## src/design/assert_macros.svh

```systemverilog
// assertion macros shared by the sharpening block
`ifndef ASSERT_MACROS_SVH
`define ASSERT_MACROS_SVH
`ifndef SYNTHESIS
// property that must hold at every clock edge outside reset
`define RCKS_ASSERT(lbl, clk, rst, prop) \
   lbl: assert property (@(posedge clk) disable iff (rst) (prop)) \
      else $error("%m: assertion failed");
// condition that must be followed by another in the next cycle
`define RCKS_ASSERT_NEXT(lbl, clk, rst, pre, post) \
   lbl: assert property (@(posedge clk) disable iff (rst) (pre) |=> (post)) \
      else $error("%m: assertion failed");
`else
`define RCKS_ASSERT(lbl, clk, rst, prop)
`define RCKS_ASSERT_NEXT(lbl, clk, rst, pre, post)
`endif
`endif

```

## src/design/rcks_pkg.sv

```systemverilog
// shared types, constants and kernel arithmetic for the cross-kernel sharpener
`timescale 1ns / 1ps
`default_nettype none

package rcks_pkg;

   // configuration port
   localparam int CSR_IDX_W  = 2;
   localparam int CSR_DATA_W = 16;
   localparam logic [CSR_IDX_W-1:0] CSR_FRAME_WIDTH  = 2'd0;
   localparam logic [CSR_IDX_W-1:0] CSR_FRAME_HEIGHT = 2'd1;

   // result queue
   localparam int RSP_DEPTH = 8;
   localparam int RSP_PTR_W = 3;
   localparam int RSP_CNT_W = 4;

   typedef struct packed {
      logic [7:0]  ch0;
      logic [7:0]  ch1;
      logic [7:0]  ch2;
      logic [15:0] row;
      logic [10:0] col;
      logic        last;
   } rsp_beat_type;

   // queue writes for one cycle, second only together with first
   typedef struct packed {
      logic first;
      logic second;
   } push_type;

   // 5*centre minus the four neighbours, saturated to one byte
   function automatic logic [7:0] sharpen_chan(input logic [7:0] ctr,
                                               input logic [7:0] lt,
                                               input logic [7:0] rt,
                                               input logic [7:0] up,
                                               input logic [7:0] dn);
      logic signed [11:0] acc;
      logic [7:0]         res;
      acc = $signed({2'b00, ctr, 2'b00}) + $signed({4'b0000, ctr})
          - $signed({4'b0000, lt}) - $signed({4'b0000, rt})
          - $signed({4'b0000, up}) - $signed({4'b0000, dn});
      if (acc < 0) begin
         res = 8'h00;
      end else if (acc > 12'sd255) begin
         res = 8'hFF;
      end else begin
         res = acc[7:0];
      end
      return res;
   endfunction

endpackage

`default_nettype wire

```

## src/design/rcks_rsp_fifo.sv

```systemverilog
// result queue: takes up to two beats a cycle, hands out one
`timescale 1ns / 1ps
`default_nettype none
`include "assert_macros.svh"

module rcks_rsp_fifo (
   input  wire                             clock,
   input  wire                             reset,
   input  rcks_pkg::push_type              push,
   input  rcks_pkg::rsp_beat_type          data_a,
   input  rcks_pkg::rsp_beat_type          data_b,
   input  wire                             pop,
   output logic [rcks_pkg::RSP_CNT_W-1:0]  level,
   output rcks_pkg::rsp_beat_type          head
);

   rcks_pkg::rsp_beat_type entries_ff [rcks_pkg::RSP_DEPTH];

   logic [rcks_pkg::RSP_PTR_W-1:0] wr_ptr_ff, wr_ptr_in;
   logic [rcks_pkg::RSP_PTR_W-1:0] rd_ptr_ff, rd_ptr_in;
   logic [rcks_pkg::RSP_CNT_W-1:0] level_ff, level_in;
   logic [rcks_pkg::RSP_PTR_W-1:0] wr_next;
   logic [1:0]                     push_n;
   logic [rcks_pkg::RSP_CNT_W-1:0] level_peak;

   always_comb begin
      push_n     = {1'b0, push.first} + {1'b0, push.second};
      wr_next    = wr_ptr_ff + rcks_pkg::RSP_PTR_W'(1);
      wr_ptr_in  = wr_ptr_ff + rcks_pkg::RSP_PTR_W'(push_n);
      rd_ptr_in  = rd_ptr_ff + rcks_pkg::RSP_PTR_W'(pop);
      level_peak = level_ff + rcks_pkg::RSP_CNT_W'(push_n);
      level_in   = level_peak - rcks_pkg::RSP_CNT_W'(pop);
   end

   always_ff @(posedge clock) begin
      if (reset) begin
         wr_ptr_ff <= '0;
         rd_ptr_ff <= '0;
         level_ff  <= '0;
      end else begin
         wr_ptr_ff <= wr_ptr_in;
         rd_ptr_ff <= rd_ptr_in;
         level_ff  <= level_in;
      end
   end

   always_ff @(posedge clock) begin
      if (push.first) begin
         entries_ff[wr_ptr_ff] <= data_a;
      end
      if (push.second) begin
         entries_ff[wr_next] <= data_b;
      end
   end

   assign level = level_ff;
   assign head  = entries_ff[rd_ptr_ff];

   `RCKS_ASSERT(a_push_order, clock, reset, !push.second || push.first)
   `RCKS_ASSERT(a_no_overflow, clock, reset,
                level_peak <= rcks_pkg::RSP_CNT_W'(rcks_pkg::RSP_DEPTH))
   `RCKS_ASSERT(a_ptr_level, clock, reset,
                (wr_ptr_ff - rd_ptr_ff) == level_ff[rcks_pkg::RSP_PTR_W-1:0])

endmodule

`default_nettype wire

```

## config.mk

```make
export PLATFORM = sky130hd
export DESIGN_NAME = rcks_rsp_fifo
export DESIGN_NICKNAME = d
export VERILOG_FILES = /design/src/design/rcks_pkg.sv /design/src/design/rcks_rsp_fifo.sv
export VERILOG_INCLUDE_DIRS = /design/src /design/src/design
export SDC_FILE = /design/constraint.sdc
export NUM_CORES = 1
export LEC_CHECK = 0
export BUFFER_PORTS_ARGS = -buffer_cell sky130_fd_sc_hd__buf_2
export CORE_UTILIZATION = 65
export CTS_CLUSTER_DIAMETER = 120
export CTS_CLUSTER_SIZE = 16
export DETAILED_ROUTE_END_ITERATION = 10
export HOLD_SLACK_MARGIN = 0.02
export MAX_ROUTING_LAYER = met4
export PLACE_DENSITY = 0.87
export RECOVER_POWER = 25
export SETUP_SLACK_MARGIN = 0.1
export SLEW_MARGIN = 40
export SYNTH_ARGS = -nofsm -noshare
export SYNTH_HDL_FRONTEND = slang
export SYNTH_SLANG_ARGS = --single-unit
```

## constraint.sdc

```tcl
create_clock -name clock -period 12.6 [get_ports clock]
set_clock_uncertainty 0.05 [all_clocks]
set_input_delay 2.52 -clock clock [delete_from_list [all_inputs] [get_ports clock]]
set_output_delay 2.52 -clock clock [all_outputs]
set_load 0.05 [all_outputs]
```

==> flow_summary.toml, run 1 <==
[outcome]
failed_checks = "capacitance limit, slew limit"
status = "complete, but fails checks"

[critical_path]
path_max_fanout = 53
r2r-start = "wr_ptr_ff[0]"
path_class = "in2reg"
cp_common_cell = "clkbuf_1"
ff2ff_path_depth = 6
slowest_stage = "clkbuf_1"
r2r_setup_slack_ns = 5.11
rr_endpoint = "entries_ff[1][14]"
critical-path-max-stage-delay_ns = 2.80
cp.arrival_ns = 8.72
start_kind = "input port"
crit_chain = "clkbuf_1 -> nor3b_1 -> nand2_2 -> clkbuf_1 -> o21ai_0 -> buf_4"
worstPathRequired_ns = 12.78
endpoint_kind = "flop"

[synth]
synthMostInstantiatedCell = "mux2_2"
ys_seq_elements = 426
ys_top_cells_by_area = "edfxtp_1 59%, mux2_2 25%, mux4_2 11%"
synth_area_um2 = 21100
seq_area_frac_synth = 0.600
syn-num-nets = 1258
yosys.area.top_type = "edfxtp_1"
yosys_warnings = 0
synth_edf_count = 416
postSynthCellCount = 1137
synth_common_cells = "468 x mux2_2, 416 x edfxtp_1, 104 x mux4_2"
ys_types = 30
syn-mean-instance-area_um2 = 18.6
yosys.area.top_type_share = 0.591
ys.flop_type = "edfxtp_1"
synth-async-reset-ratio = 0

[layout]
regArea_um2 = 12700
final_layout_size_suffix_gt1_frac = 0.616
multi_input_area_um2 = 8140
nets = 1406
nFillCells = 1912
area_delta_synth_final_pct = 10.1
stdcell_count = 1743

[sta]
max_freq_mhz = 117
hold_viol = 0
slew_violations = 278
worst_slack_ns = 4.05
grt_setup_unrepaired = "false"
fin_crit_sh = 0.678
tightest_slew_ns = 3.99
min_period_ns = 8.55
finalSetupViolations = 0
fin_tns_setup_ns = 0
slew_headroom = -1.66

[power]
p_clk_frac = 0.254
finalPower_mw = 3.55
power_frac_comb = 0.240
p_leak_nw = 7.56
powerDensity_nw_per_um2 = 152
switching_share = 0.284
p_switching_mw = 1.01
seqPwrFrac = 0.506
p_int_mw = 2.54
ir_drop_mv = 0.112

[clock_network]
cts-root-buf = "clkbuf_16"
cts_tree = "done"
numCtsBuffers = 30
clkTransAtPathRegs_ns = 0.07
ctsHoldBuffers = 0
ctsResizeCount = 0
cts_sinks = 426
htree_levels = 1
clk_latency_ns = 0.56
clk_path_buf_depth = 3
post_cts_buffers = 0

[global_route]
grt-ovfl-total = 0
grt_usage = 0.292
grt_max_degree = 56
grt_pass1_vias = 11867
antenna_found_initial = 12
grt_pass1_wl_um = 70100

[detailed_routing]
vias = 11294
first_pass_iters = 5
via_per_inst = 6.48
routed_wl_um = 45800
wl_per_cell_um = 26.3
drtIter0Drc = 1123
drcViolationCount = 0
ant_nets = 0

[floorplan]
start_util = 0.665
boundaryPins = 165
num_rows = 65
design.die.area_um2 = 33200
die_w_um = 182
dieHeight_um = 182
core_area_um2 = 31800

[place]
dp_cells = 1686
gp_congestion = 0.767
place.detailed.hpwl_um = 25100
port_buffers = 164
preCtsSetupSlack_ns = 7.37

[job]
cap_violations = 8

[worst_hold_path]
min_to = "level[3]"
hold-path-cell-count = 3
min_path_type = "reg2reg"
hp-start = "level[3]"
[how the worst max path moves through the flow]
stage                             from                 to  slack (ns)  cells after the start
after detailed placement       push[0]  entries_ff[3][35]        7.37                      6
after CTS                 rd_ptr_ff[2]           head[32]        6.80                      4
final                          push[0]  entries_ff[1][14]        4.05                      6
after global routing           push[0]  entries_ff[1][32]        3.64                      6
after global placement    rd_ptr_ff[1]            head[2]        7.32                      4
after floorplan                push[1]   entries_ff[4][0]        5.44                      2
[metal layers]
layer | up-vias | share of wire | track usage
met2 | 380 | 0.51 | 0.489
met1 | 5895 | 0.40 | 0.383
met5 | - | 0 | -
met3 | 64 | 0.062 | 0.0419
met4 | 0 | 0.020 | 0.0676
li1 | 4955 | - | -
[per-stage QoR]
step                      hold slack (ns)  utilization  instance area, um2
final                               0.582        0.732               23300
after global routing                0.651        0.732               23300
after CTS                           0.580        0.734               23300
after detailed placement            0.562        0.708               22500
after global placement              0.517        0.707               22500
after floorplan                     0.495            -               21100
[kinds of logic (layout without fill, tap and decap cells)]
family,count (synthesis),count (layout),synth area share
DFF,426,426,0.600
buffers and inverters,82,241,0.0176
adders and majority gates,12,12,0.00781
xor gates and xnor gates,6,6,0.00320
other,0,12,0
AOI/OAI and AO/OA,11,11,0.00343
and+or+nand+nor,28,28,0.00746
muxes,572,572,0.360
[cells in the final DEF, fill, tap and decap left out, types with 3 or more instances in the layout]
cell type | Yosys | routed
mux2_2 | 468 | 468
edfxtp_1 | 416 | 416
buf_2 | 51 | 162
mux4_2 | 104 | 104
clkbuf_16 | 0 | 31
clkbuf_1 | 16 | 20
diode_2 | 0 | 12
buf_4 | 0 | 12
inv_1 | 10 | 10
ha_1 | 10 | 10
dfxtp_1 | 10 | 7
nor2_1 | 6 | 5
nor2b_1 | 5 | 5
nand2_1 | 6 | 4
nand3_1 | 3 | 3
nor2_4 | 0 | 3
xnor2_1 | 3 | 3
buf_6 | 0 | 3
[registers in the layout, summed over array words and instances, names as in the netlist]
signal	count
rd_ptr_ff	3
entries_ff	416
wr_ptr_ff	3
level	4
[power by group through the flow]
stage / registers (mW) / logic, mW / clock network [mW]
floorplan: 1.83 / 0.608 / 0
global placement: 1.82 / 0.829 / 0
detailed placement: 1.83 / 0.845 / 0
CTS: 1.80 / 0.850 / 0.909
global route: 1.81 / 0.898 / 0.959
finish: 1.80 / 0.850 / 0.900
[layout make-up]
cell class,instances,share of cell area
inverters,10,0.00161
repair buffers,188,0.0431
clock inverters,1,0.000376
well taps,435,0.0234
diodes,12,0.00129
flip-flops and latches,426,0.546
clock buffers,42,0.0351
multi-input cells,629,0.350
[critical path, delay by kind of cell]
| kind | cells | cell delay, ns |
|---|---|---|
| buf+inv | 3 | 3.76 |
| compound gates | 1 | 2.10 |
| simple gates | 2 | 0.29 |
No activity file was read; power rests on OpenSTA's default activity.
==> run 2: changes to the inputs <==
CORE_UTILIZATION = 55   (was 65)
PLACE_DENSITY = 0.79   (was 0.87)
clock period = 7.65 ns   (was 12.6 ns; I/O delays follow)
==> flow_summary.toml, run 2 (synthesis results as in run 1) <==
[detailed_routing]
drtIter0Drc = 823
routed_wl_um = 49600
via_per_inst = 6.20
drcViolationCount = 0
vias = 11333
ant_nets = 0
first_pass_iters = 5
wl_per_cell_um = 27.1

[layout]
layout_commonest_cell = "mux2_2"
top_register = "entries_ff"
nets = 1417
final_cell_mix = "468 x mux2_2, 416 x edfxtp_1, 161 x buf_2"
stdcell_area_um2 = 23500
stdcell_count = 1828
area_delta_synth_final_pct = 11.1
largest_reg_flops = 416
final_layout_size_suffix_gt1_frac = 0.611

[floorplan]
dieHeight_um = 198
start_util = 0.560
design.die.area_um2 = 39200
boundaryPins = 165
core_area_um2 = 37800
die_w_um = 198
num_rows = 71

[sta]
slew_headroom = -0.518
grt_setup_unrepaired = "false"
hold_viol = 0
tightest_slew_ns = 2.28
min_period_ns = 5.18
finalSetupViolations = 0
fin_tns_setup_ns = 0
max_freq_mhz = 193
fin_crit_sh = 0.678
slew_violations = 138

[global_route]
grt_pass1_vias = 11973
use_met1 = 0.353
gr-usage-met3 = 0.0380
use_met2 = 0.439
grt_usage = 0.266
grt_pass1_wl_um = 74500
grt_max_degree = 62
antenna_found_initial = 10
busiest_layer = "met2"
grt-ovfl-total = 0

[critical_path]
start_kind = "flop"
path_delay_family = "buffers and inverters"
endpoint_kind = "output port"
cp_num_buf_inv = 4
crit_chain = "buf_12 -> buf_12 -> buf_12 -> mux4_2 -> mux2_2 -> buf_2"
critical-path-max-stage-delay_ns = 0.91
worstPathRequired_ns = 6.07
slowest_stage = "dfxtp_1"
path_max_fanout = 61
cp.arrival_ns = 3.60
cp_common_cell = "buf_12"
path_class = "reg2out"

[power]
p_switching_mw = 1.70
p_clk_frac = 0.253
p_leak_nw = 7.61
switching_share = 0.291
finalPower_mw = 5.85
power_frac_comb = 0.241
seqPwrFrac = 0.505
p_int_mw = 4.15
ir_drop_mv = 0.181
powerDensity_nw_per_um2 = 249

[clock_network]
cts-root-buf = "clkbuf_16"
htree_levels = 1
cts_sinks = 426
clk_latency_ns = 0.56
cts_tree = "done"
clk_path_buf_depth = 3
ctsHoldBuffers = 0
numCtsBuffers = 30
post_cts_buffers = 0
ctsResizeCount = 0
clkTransAtPathRegs_ns = 0.07

[place]
place_area_um2 = 22900
port_buffers = 164
gp_congestion = 0.766
place.detailed.hpwl_um = 27800
dp_cells = 1775

[outcome]
failed_checks = "capacitance limit, slew limit"
status = "complete, but fails checks"

[job]
cap_violations = 7

[worst_hold_path]
min_path_type = "reg2reg"
-- run 2: cell types whose count changed in the layout (fill, tap and decap cells not counted), sizes merged --
cell    previous run  this run
buf              179       186
clkbuf            51        53
clkinv             1         2
diode             12        11
-- run 2: worst register-to-register path, cell delays in order (launching register included) --
cell      delay [ns]
dfxtp_1         0.65
ha_1            0.29
xor2_1          0.24
nor2_1          0.79
clkbuf_1        0.67
buf_4           0.58
mux2_2          0.44
-- run 2: worst paths after layout --
path | startpoint | to | slack [ns] | cells past startpoint
max | rd_ptr_ff[1] | head[43] | 2.47 | 6
min | level[0] | level[0] | 0.55 | 2
max reg2reg | wr_ptr_ff[0] | entries_ff[2][44] | 3.69 | 6
min reg2reg | level[0] | level[0] | 0.55 | 2
-- run 2: stage by stage --
step / setup slack (ns) / utilization / hold WS, ns
floorplan: 1.48 / - / 0.495
global placement: 3.35 / 0.598 / 0.528
detailed placement: 3.43 / 0.605 / 0.544
CTS: 2.82 / 0.627 / 0.563
global route: 2.23 / 0.622 / 0.589
finish: 2.47 / 0.622 / 0.549
-- run 2: area by class of cell --
cell class	instances	area (um2)
fillers	2772	14300
inverters	10	37.5
clock inverters	2	25.0
multi-input cells	629	8090
clock buffers	40	788
diodes	11	27.5
flip-flops and latches	426	12700
repair buffers	199	1170
well taps	511	639
-- run 2: power by group through the flow --
stage	combinational (mW)	clock (mW)	sequential [mW]
3_5_place_dp	1.45	0	3.01
5_1_grt	1.49	1.57	2.98
3_3_place_gp	1.39	0	3.01
4_1_cts	1.46	1.50	2.96
6_report	1.41	1.48	2.96
2_1_floorplan	1.00	0	3.02
-- run 2: per-layer routing --
layer	part of all wire	wire [um]
met1	0.42	20700
met2	0.51	25400
met3	0.056	2790
met4	0.014	687
met5	0	0
